==> config.mk <==
export PLATFORM = sky130hd
export DESIGN_NAME = integer_literal_parser
export DESIGN_NICKNAME = d
export VERILOG_FILES = /design/src/ilp_pkg.sv /design/src/ilp_front.sv /design/src/ilp_queue.sv /design/src/ilp_back.sv /design/src/integer_literal_parser.sv
export SDC_FILE = /design/constraint.sdc
export NUM_CORES = 1
export LEC_CHECK = 0
export BUFFER_PORTS_ARGS = -buffer_cell sky130_fd_sc_hd__buf_4
export CELL_PAD_IN_SITES_DETAIL_PLACEMENT = 1
export CELL_PAD_IN_SITES_GLOBAL_PLACEMENT = 2
export CORE_ASPECT_RATIO = 2
export CORE_MARGIN = 4
export CORE_UTILIZATION = 41
export DETAILED_ROUTE_END_ITERATION = 8
export PLACE_DENSITY_LB_ADDON = 0.1
export SLEW_MARGIN = 30
export SYNTH_ARGS = -nofsm -noshare
export SYNTH_HDL_FRONTEND = slang
export SYNTH_HIERARCHICAL = 1
export SYNTH_SLANG_ARGS = --single-unit
==> constraint.sdc <==
create_clock -name clk -period 18.3 [get_ports clk]
set_clock_uncertainty 0.2 [all_clocks]
set_input_delay 1.83 -clock clk [delete_from_list [all_inputs] [get_ports clk]]
set_output_delay 1.83 -clock clk [all_outputs]
set_load 0.02 [all_outputs]
==> src/ilp_pkg.sv <==
package ilp_pkg;

  localparam int unsigned ILP_QUEUE_DEPTH = 2;

  localparam int unsigned CH_W    = 8;
  localparam int unsigned VALUE_W = 64;
  localparam int unsigned DIGIT_W = 4;

  localparam logic [CH_W-1:0] CH_PLUS  = 8'h2B;
  localparam logic [CH_W-1:0] CH_ZERO  = 8'h30;
  localparam logic [CH_W-1:0] CH_NINE  = 8'h39;
  localparam logic [CH_W-1:0] CH_LC_A  = 8'h61;
  localparam logic [CH_W-1:0] CH_LC_F  = 8'h66;
  localparam logic [CH_W-1:0] CH_UC_A  = 8'h41;
  localparam logic [CH_W-1:0] CH_UC_F  = 8'h46;
  localparam logic [CH_W-1:0] CH_LC_B  = 8'h62;
  localparam logic [CH_W-1:0] CH_LC_O  = 8'h6F;
  localparam logic [CH_W-1:0] CH_LC_X  = 8'h78;
  localparam logic [CH_W-1:0] CH_UNDER = 8'h5F;

  // radix codes
  localparam logic [1:0] RADIX_DEC = 2'd0;
  localparam logic [1:0] RADIX_BIN = 2'd1;
  localparam logic [1:0] RADIX_OCT = 2'd2;
  localparam logic [1:0] RADIX_HEX = 2'd3;

  // request kinds passed from front to back
  localparam logic [1:0] OP_NOP   = 2'd0;
  localparam logic [1:0] OP_DIGIT = 2'd1;
  localparam logic [1:0] OP_FAIL  = 2'd2;

  typedef struct packed {
    logic [1:0]         kind;
    logic [1:0]         radix;
    logic [DIGIT_W-1:0] digit;
    logic               last;
  } ilp_op_t;

endpackage

==> src/ilp_front.sv <==
module ilp_front (
  input  logic                   clk,
  input  logic                   rst_n,
  input  logic                   accept,
  input  logic [7:0]             ch,
  input  logic                   last,
  output ilp_pkg::ilp_op_t       op
);
  import ilp_pkg::*;

  localparam logic [2:0] PH_START  = 3'd0;
  localparam logic [2:0] PH_HEAD   = 3'd1;
  localparam logic [2:0] PH_ZERO   = 3'd2;
  localparam logic [2:0] PH_DIGITS = 3'd3;

  logic [2:0] phase_r, phase_nxt;
  logic [1:0] radix_r, radix_nxt;
  logic [1:0] cnt_r, cnt_nxt;

  logic               dig_ok;
  logic [DIGIT_W-1:0] dig_val;
  logic               below_base;
  ilp_op_t            scan_op;
  logic               is_prefix;

  // digit value of the character
  always_comb begin
    dig_ok  = 1'b1;
    dig_val = '0;
    if (ch >= CH_ZERO && ch <= CH_NINE) begin
      dig_val = DIGIT_W'(ch - CH_ZERO);
    end else if (ch >= CH_LC_A && ch <= CH_LC_F) begin
      dig_val = DIGIT_W'(ch - CH_LC_A + 8'd10);
    end else if (ch >= CH_UC_A && ch <= CH_UC_F) begin
      dig_val = DIGIT_W'(ch - CH_UC_A + 8'd10);
    end else begin
      dig_ok = 1'b0;
    end
  end

  always_comb begin
    case (radix_r)
      RADIX_BIN: below_base = (dig_val < 4'd2);
      RADIX_OCT: below_base = (dig_val < 4'd8);
      RADIX_HEX: below_base = 1'b1;
      default:   below_base = (dig_val < 4'd10);
    endcase
  end

  always_comb begin
    scan_op.radix = radix_r;
    scan_op.digit = dig_val;
    scan_op.last  = last;
    if (ch == CH_UNDER) begin
      scan_op.kind = OP_NOP;
    end else if (dig_ok && below_base) begin
      scan_op.kind = OP_DIGIT;
    end else begin
      scan_op.kind = OP_FAIL;
    end
  end

  assign is_prefix = (ch == CH_LC_B || ch == CH_LC_O || ch == CH_LC_X)
                     && (!last || cnt_r >= 2'd2);

  always_comb begin
    op        = scan_op;
    op.kind   = OP_NOP;
    phase_nxt = phase_r;
    radix_nxt = radix_r;
    case (phase_r)
      PH_START, PH_HEAD: begin
        if (phase_r == PH_START && ch == CH_PLUS && !last) begin
          phase_nxt = PH_HEAD;
        end else if (ch == CH_ZERO) begin
          // leading zero may open a prefix; adds nothing to the value
          phase_nxt = PH_ZERO;
        end else begin
          phase_nxt = PH_DIGITS;
          op        = scan_op;
        end
      end
      PH_ZERO: begin
        phase_nxt = PH_DIGITS;
        if (is_prefix) begin
          radix_nxt = (ch == CH_LC_B) ? RADIX_BIN :
                      (ch == CH_LC_O) ? RADIX_OCT : RADIX_HEX;
        end else begin
          op = scan_op;
        end
      end
      default: begin
        op = scan_op;
      end
    endcase
    cnt_nxt = (cnt_r == 2'd3) ? cnt_r : cnt_r + 2'd1;
    if (last) begin
      phase_nxt = PH_START;
      radix_nxt = RADIX_DEC;
      cnt_nxt   = '0;
    end
  end

  always_ff @(posedge clk) begin
    if (!rst_n) begin
      phase_r <= PH_START;
      radix_r <= RADIX_DEC;
      cnt_r   <= '0;
    end else if (accept) begin
      phase_r <= phase_nxt;
      radix_r <= radix_nxt;
      cnt_r   <= cnt_nxt;
    end
  end

endmodule

==> src/ilp_queue.sv <==
module ilp_queue #(
  parameter int unsigned DEPTH = ilp_pkg::ILP_QUEUE_DEPTH
) (
  input  logic             clk,
  input  logic             rst_n,
  input  logic             wr_en,
  input  ilp_pkg::ilp_op_t wr_data,
  output logic             full,
  input  logic             rd_en,
  output ilp_pkg::ilp_op_t rd_data,
  output logic             rd_valid
);
  import ilp_pkg::*;

  localparam int unsigned PTR_W = (DEPTH > 1) ? $clog2(DEPTH) : 1;
  localparam int unsigned CNT_W = $clog2(DEPTH + 1);

  ilp_op_t            slot_r [DEPTH];
  logic [PTR_W-1:0]   wptr_r, rptr_r;
  logic [CNT_W-1:0]   cnt_r, cnt_nxt;
  logic               do_wr, do_rd;

  assign full     = (cnt_r == CNT_W'(DEPTH));
  assign rd_valid = (cnt_r != '0);
  assign rd_data  = slot_r[rptr_r];
  assign do_wr    = wr_en && !full;
  assign do_rd    = rd_en && rd_valid;

  always_comb begin
    cnt_nxt = cnt_r;
    if (do_wr && !do_rd) begin
      cnt_nxt = cnt_r + CNT_W'(1);
    end else if (do_rd && !do_wr) begin
      cnt_nxt = cnt_r - CNT_W'(1);
    end
  end

  always_ff @(posedge clk) begin
    if (do_wr) begin
      slot_r[wptr_r] <= wr_data;
    end
  end

  always_ff @(posedge clk) begin
    if (!rst_n) begin
      wptr_r <= '0;
      rptr_r <= '0;
      cnt_r  <= '0;
    end else begin
      cnt_r <= cnt_nxt;
      if (do_wr) begin
        wptr_r <= (wptr_r == PTR_W'(DEPTH - 1)) ? '0 : wptr_r + PTR_W'(1);
      end
      if (do_rd) begin
        rptr_r <= (rptr_r == PTR_W'(DEPTH - 1)) ? '0 : rptr_r + PTR_W'(1);
      end
    end
  end

endmodule

==> src/ilp_back.sv <==
module ilp_back (
  input  logic             clk,
  input  logic             rst_n,
  input  logic             op_valid,
  input  ilp_pkg::ilp_op_t op,
  output logic             op_take,
  output logic [63:0]      value,
  output logic             ok,
  output logic             empty,
  input  logic             pop
);
  import ilp_pkg::*;

  logic [VALUE_W-1:0] accum_r, accum_nxt;
  logic               failed_r, failed_nxt;
  logic [VALUE_W-1:0] scaled;
  logic [VALUE_W-1:0] out_value_r;
  logic               out_ok_r;
  logic               out_valid_r;

  // a final request waits only while the result register is held
  assign op_take = op_valid && (!op.last || !out_valid_r || pop);

  always_comb begin
    case (op.radix)
      RADIX_BIN: scaled = accum_r << 1;
      RADIX_OCT: scaled = accum_r << 3;
      RADIX_HEX: scaled = accum_r << 4;
      default:   scaled = (accum_r << 3) + (accum_r << 1);
    endcase
  end

  always_comb begin
    accum_nxt  = accum_r;
    failed_nxt = failed_r;
    if (!failed_r) begin
      case (op.kind)
        OP_DIGIT: accum_nxt  = scaled + VALUE_W'(op.digit);
        OP_FAIL:  failed_nxt = 1'b1;
        default:  ;
      endcase
    end
  end

  always_ff @(posedge clk) begin
    if (!rst_n) begin
      accum_r     <= '0;
      failed_r    <= 1'b0;
      out_valid_r <= 1'b0;
    end else begin
      if (op_take) begin
        if (op.last) begin
          accum_r  <= '0;
          failed_r <= 1'b0;
        end else begin
          accum_r  <= accum_nxt;
          failed_r <= failed_nxt;
        end
      end
      if (op_take && op.last) begin
        out_valid_r <= 1'b1;
      end else if (pop) begin
        out_valid_r <= 1'b0;
      end
    end
  end

  always_ff @(posedge clk) begin
    if (op_take && op.last) begin
      out_value_r <= accum_nxt;
      out_ok_r    <= !failed_nxt;
    end
  end

  assign value = out_value_r;
  assign ok    = out_ok_r;
  assign empty = !out_valid_r;

endmodule

==> src/integer_literal_parser.sv <==
// Integer literal parser.
// Input queue side: one ASCII character per request on in_ch, with in_last
// set on the final character of a literal. A request is taken on a clock edge
// with in_push high and in_full low.
// Result queue side: one result per literal (out_value, out_ok), present
// while out_empty is low and taken on an edge with out_pop high.
// Accepts an optional '+', a 0b/0o/0x prefix, underscores, and hex digits in
// either case; value wraps modulo 2^64 and is partial when out_ok is low.
// Throughput: one character per cycle while in_full is low. The result of a
// literal is registered on its way to the ports: the request sits in the
// front/back queue, and the back then loads its result register when it
// takes that request.
// When the result is not popped, a further final character waits in the
// queue; once the queue fills, in_full rises until out_pop frees the slot.
// Reset (rst_n low, synchronous) clears the parse state, the queue and the
// result valid flag; out_empty is high and in_full low after reset.
module integer_literal_parser #(
  parameter int unsigned QUEUE_DEPTH = ilp_pkg::ILP_QUEUE_DEPTH
) (
  input  logic        clk,
  input  logic        rst_n,
  input  logic [7:0]  in_ch,
  input  logic        in_last,
  input  logic        in_push,
  output logic        in_full,
  output logic [63:0] out_value,
  output logic        out_ok,
  output logic        out_empty,
  input  logic        out_pop
);
  import ilp_pkg::*;

  ilp_op_t front_op;
  ilp_op_t head_op;
  logic    accept;
  logic    head_valid;
  logic    head_take;

  assign accept = in_push && !in_full;

  ilp_front u_front (
    .clk    (clk),
    .rst_n  (rst_n),
    .accept (accept),
    .ch     (in_ch),
    .last   (in_last),
    .op     (front_op)
  );

  ilp_queue #(
    .DEPTH (QUEUE_DEPTH)
  ) u_queue (
    .clk      (clk),
    .rst_n    (rst_n),
    .wr_en    (in_push),
    .wr_data  (front_op),
    .full     (in_full),
    .rd_en    (head_take),
    .rd_data  (head_op),
    .rd_valid (head_valid)
  );

  ilp_back u_back (
    .clk      (clk),
    .rst_n    (rst_n),
    .op_valid (head_valid),
    .op       (head_op),
    .op_take  (head_take),
    .value    (out_value),
    .ok       (out_ok),
    .empty    (out_empty),
    .pop      (out_pop)
  );

endmodule

==> flow_summary_export.csv <==
group,metric,value,unit
power,ir_drop,0.07886,mV
sta,setup_tns,0,ps
power,p_per_area,87.11,mW/mm2
sta,slew_violations,0,
run_status,run_status,"finished clean",
route,route.final.wire_length,58120,um
setup_path,end_kind,"flop",
synth,synthArstFlopShare,0,
route,post-route-drc-count,0,
synth,syn-mean-instance-area,8.075,um2
sta,final-hold-violation-count,0,
sta,finalCritPeriodShare,0.3532,
synth,synth.ff_latch_count,160,
synth,synth_enable_flop_cells,83,
grt,grt_antenna_before_repair,0,
clocking,post_cts_resized,0,
clocking,worstSkewPairLatency,460,ps
route,post_drt_via_cell_ratio,6.398,
sta,worstMarginPinSlew,1020,ps
cells_and_area,areaGrowthSynthToFinish,10.32,%
setup_path,worst_setup_path_type,"reg -> reg",
die,die-height,272.3,um
die,die_area,0.03817,mm2
clocking,cts_root_buf,"sky130_fd_sc_hd__clkbuf_16",
place,detailedPlacementHpwl,45600,um
die,io-pin-count,80,
clocking,cts_buffer_depth,2,
sta,rsz0062_at_grt,"false",
setup_path,cp_data_arrival_time,6610,ps
route,detailedRoute.firstPassIterationCount,5,
power,leakage,5.609,nW
route,wl_per_cell,25.91,um
die,die_w,140.2,um
sta,setup_viol,0,
job,timing.max_cap.violations,0,
synth,synth.yosys.seq_area_share,0.2816,
synth,yosys_most_used_dff,"sky130_fd_sc_hd__edfxtp_1",
hold_path,holdCritPathClass,"reg -> reg",
sta,fin_ws,11840,ps
synth,synth.largest_area_cell,"sky130_fd_sc_hd__edfxtp_1",
clocking,cts_hold_buffers,0,
synth,post_synth_inst_count,1774,
synth,ys_top_cells_by_count,"sky130_fd_sc_hd__nand2_1, sky130_fd_sc_hd__o21ai_0, sky130_fd_sc_hd__nor2_1, sky130_fd_sc_hd__a21oi_1, sky130_fd_sc_hd__edfxtp_1",
grt,grt-ovfl-total,0,
synth,ys_warn_count,6,
grt,first_global_vias,15320,
clocking,cts_tree,"done",
synth,post-synth-top-area-fraction,0.1740,
route,drt.antenna.violating_nets,0,
route,num_vias,14350,
clocking,clkSinkCount,160,
synth,yosys.cell_types.count,96,
setup_path,required,18450,ps
grt,global_route_wire_length_before_repair,88910,um
sta,period_minus_slack,6463,ps
cells_and_area,nets,1873,
die,area_inside_the_core_boundary,0.03447,mm2
place,port_buffers,79,
synth,yosys.cell_count.top_type,"sky130_fd_sc_hd__nand2_1",
cells_and_area,layout-drive-gt1-share,0.1276,
setup_path,critPathMaxFanout,59,
synth,synth_area_leaders,"sky130_fd_sc_hd__edfxtp_1, sky130_fd_sc_hd__dfxtp_1, sky130_fd_sc_hd__o21ai_0",
place,gp_congestion,0.9669,
place,post_placement_setup_slack,11930,ps
synth,synth_area,0.01432,mm2
setup_path,crit_path_start_kind,"flop",
cells_and_area,antenna-diode-count,0,
clocking,postCtsSetupBuffers,0,
synth,synth.net_count,1858,
sta,max-slew-margin-rel,0.3146,
clocking,cts_buffers,17,
grt,largest_net_degree_at_the_start_of_global_routing,78,
route,drt_first_iter_violations,631,
die,initial_core_util,0.4155,
clocking,worst_setup_hold_path_clk_slew,70,ps
grt,grtUsageTotal,0.2995,
clocking,cts.htree.levels,4,
die,placement_rows,96,
sta,max_freq,154.7,MHz
-- flip-flops by register name, summed over array words and instances, names as in the netlist, 2 cells and up, named ones only --
signal           count
u_front/cnt_r        2
u_front/phase_r      2
u_queue/cnt_r        2
u_queue/slot_r      18
u_front/radix_r      2
u_back/accum_r      64
u_back/value        64
-- layer usage --
metal | track usage | routed length (um) | share of wire
met5 | 0 | 0 | 0
met4 | 0.2103 | 4657 | 0.080
met3 | 0.02987 | 1213 | 0.021
met2 | 0.5841 | 32620 | 0.56
met1 | 0.2840 | 19630 | 0.34
-- final cells by class --
class / instances / area, um2
repair buffers: 96 / 720.7
multi-input cells: 1484 / 9784
well taps: 441 / 551.8
clock inverters: 14 / 161.4
flip-flops and latches: 160 / 4034
clock buffers: 18 / 439.2
inverters: 30 / 112.6
fillers: 4159 / 18670
-- final timing paths --
path                        endpoint  depth (start not counted)  slack [ps]                from
setup / recovery  u_back/accum_r[60]                         16       11840                flop
hold / removal    u_back/accum_r[63]                          2         290  u_back/accum_r[63]
setup reg to reg  u_back/accum_r[60]                         16       11840                flop
hold reg to reg   u_back/accum_r[63]                          2         290  u_back/accum_r[63]
-- through the flow --
stage	area (um2)	hold WS, ps	total power (W)	utilization	cells
floorplan	14330	239.5	0.0008132	-	1774
global placement	15190	254.7	0.001000	0.4408	2211
detailed placement	15200	270.6	0.001011	0.4409	2211
CTS	15800	292.1	0.001386	0.4583	2243
global route	15800	324.4	0.001441	0.4584	2243
finish	15800	294.0	0.001377	0.4584	2243
-- critical path: stages, from the launching register on --
cell and delay (ps):
sky130_fd_sc_hd__dfxtp_1 580, sky130_fd_sc_hd__mux2_4 480, sky130_fd_sc_hd__buf_4 760, sky130_fd_sc_hd__mux2i_1 270, sky130_fd_sc_hd__o22ai_1 120, sky130_fd_sc_hd__ha_1 370, sky130_fd_sc_hd__a21oi_1 110, sky130_fd_sc_hd__nor2b_1 120
sky130_fd_sc_hd__nand2_1 110, sky130_fd_sc_hd__nor3_1 560, sky130_fd_sc_hd__nand4_1 310, sky130_fd_sc_hd__nor2_1 400, sky130_fd_sc_hd__and3_1 340, sky130_fd_sc_hd__nand4bb_1 420, sky130_fd_sc_hd__or3_1 560, sky130_fd_sc_hd__o311a_1 350
sky130_fd_sc_hd__a221o_1 250
-- logic make-up after synthesis --
logic type | share of synthesized area
flip-flops | 0.2816
AO/OA/AOI/OAI | 0.2483
XOR/XNOR | 0.04402
multiplexers | 0.06874
buffers and inverters | 0.03765
AND/OR/NAND/NOR | 0.2566
adder cells (fa/ha/maj) | 0.06306
-- power by group --
| part | switching, W | internal [W] | total [W] |
|---|---|---|---|
| clock network | 0.000184 | 0.000187 | 0.000372 |
| logic | 0.000379 | 0.000158 | 0.000537 |
| registers | 0.0000248 | 0.000443 | 0.000467 |
-- placed cells by master (no fill, tap or decap), types with 56 or more instances in the layout --
cell,n
sky130_fd_sc_hd__ha_1,69
sky130_fd_sc_hd__edfxtp_1,83
sky130_fd_sc_hd__nor2_1,117
sky130_fd_sc_hd__o21ai_0,176
sky130_fd_sc_hd__nand2_1,231
sky130_fd_sc_hd__dfxtp_1,77
sky130_fd_sc_hd__a22oi_1,56
sky130_fd_sc_hd__a21oi_1,107
sky130_fd_sc_hd__buf_4,96
(Power assumes the default switching activity.)
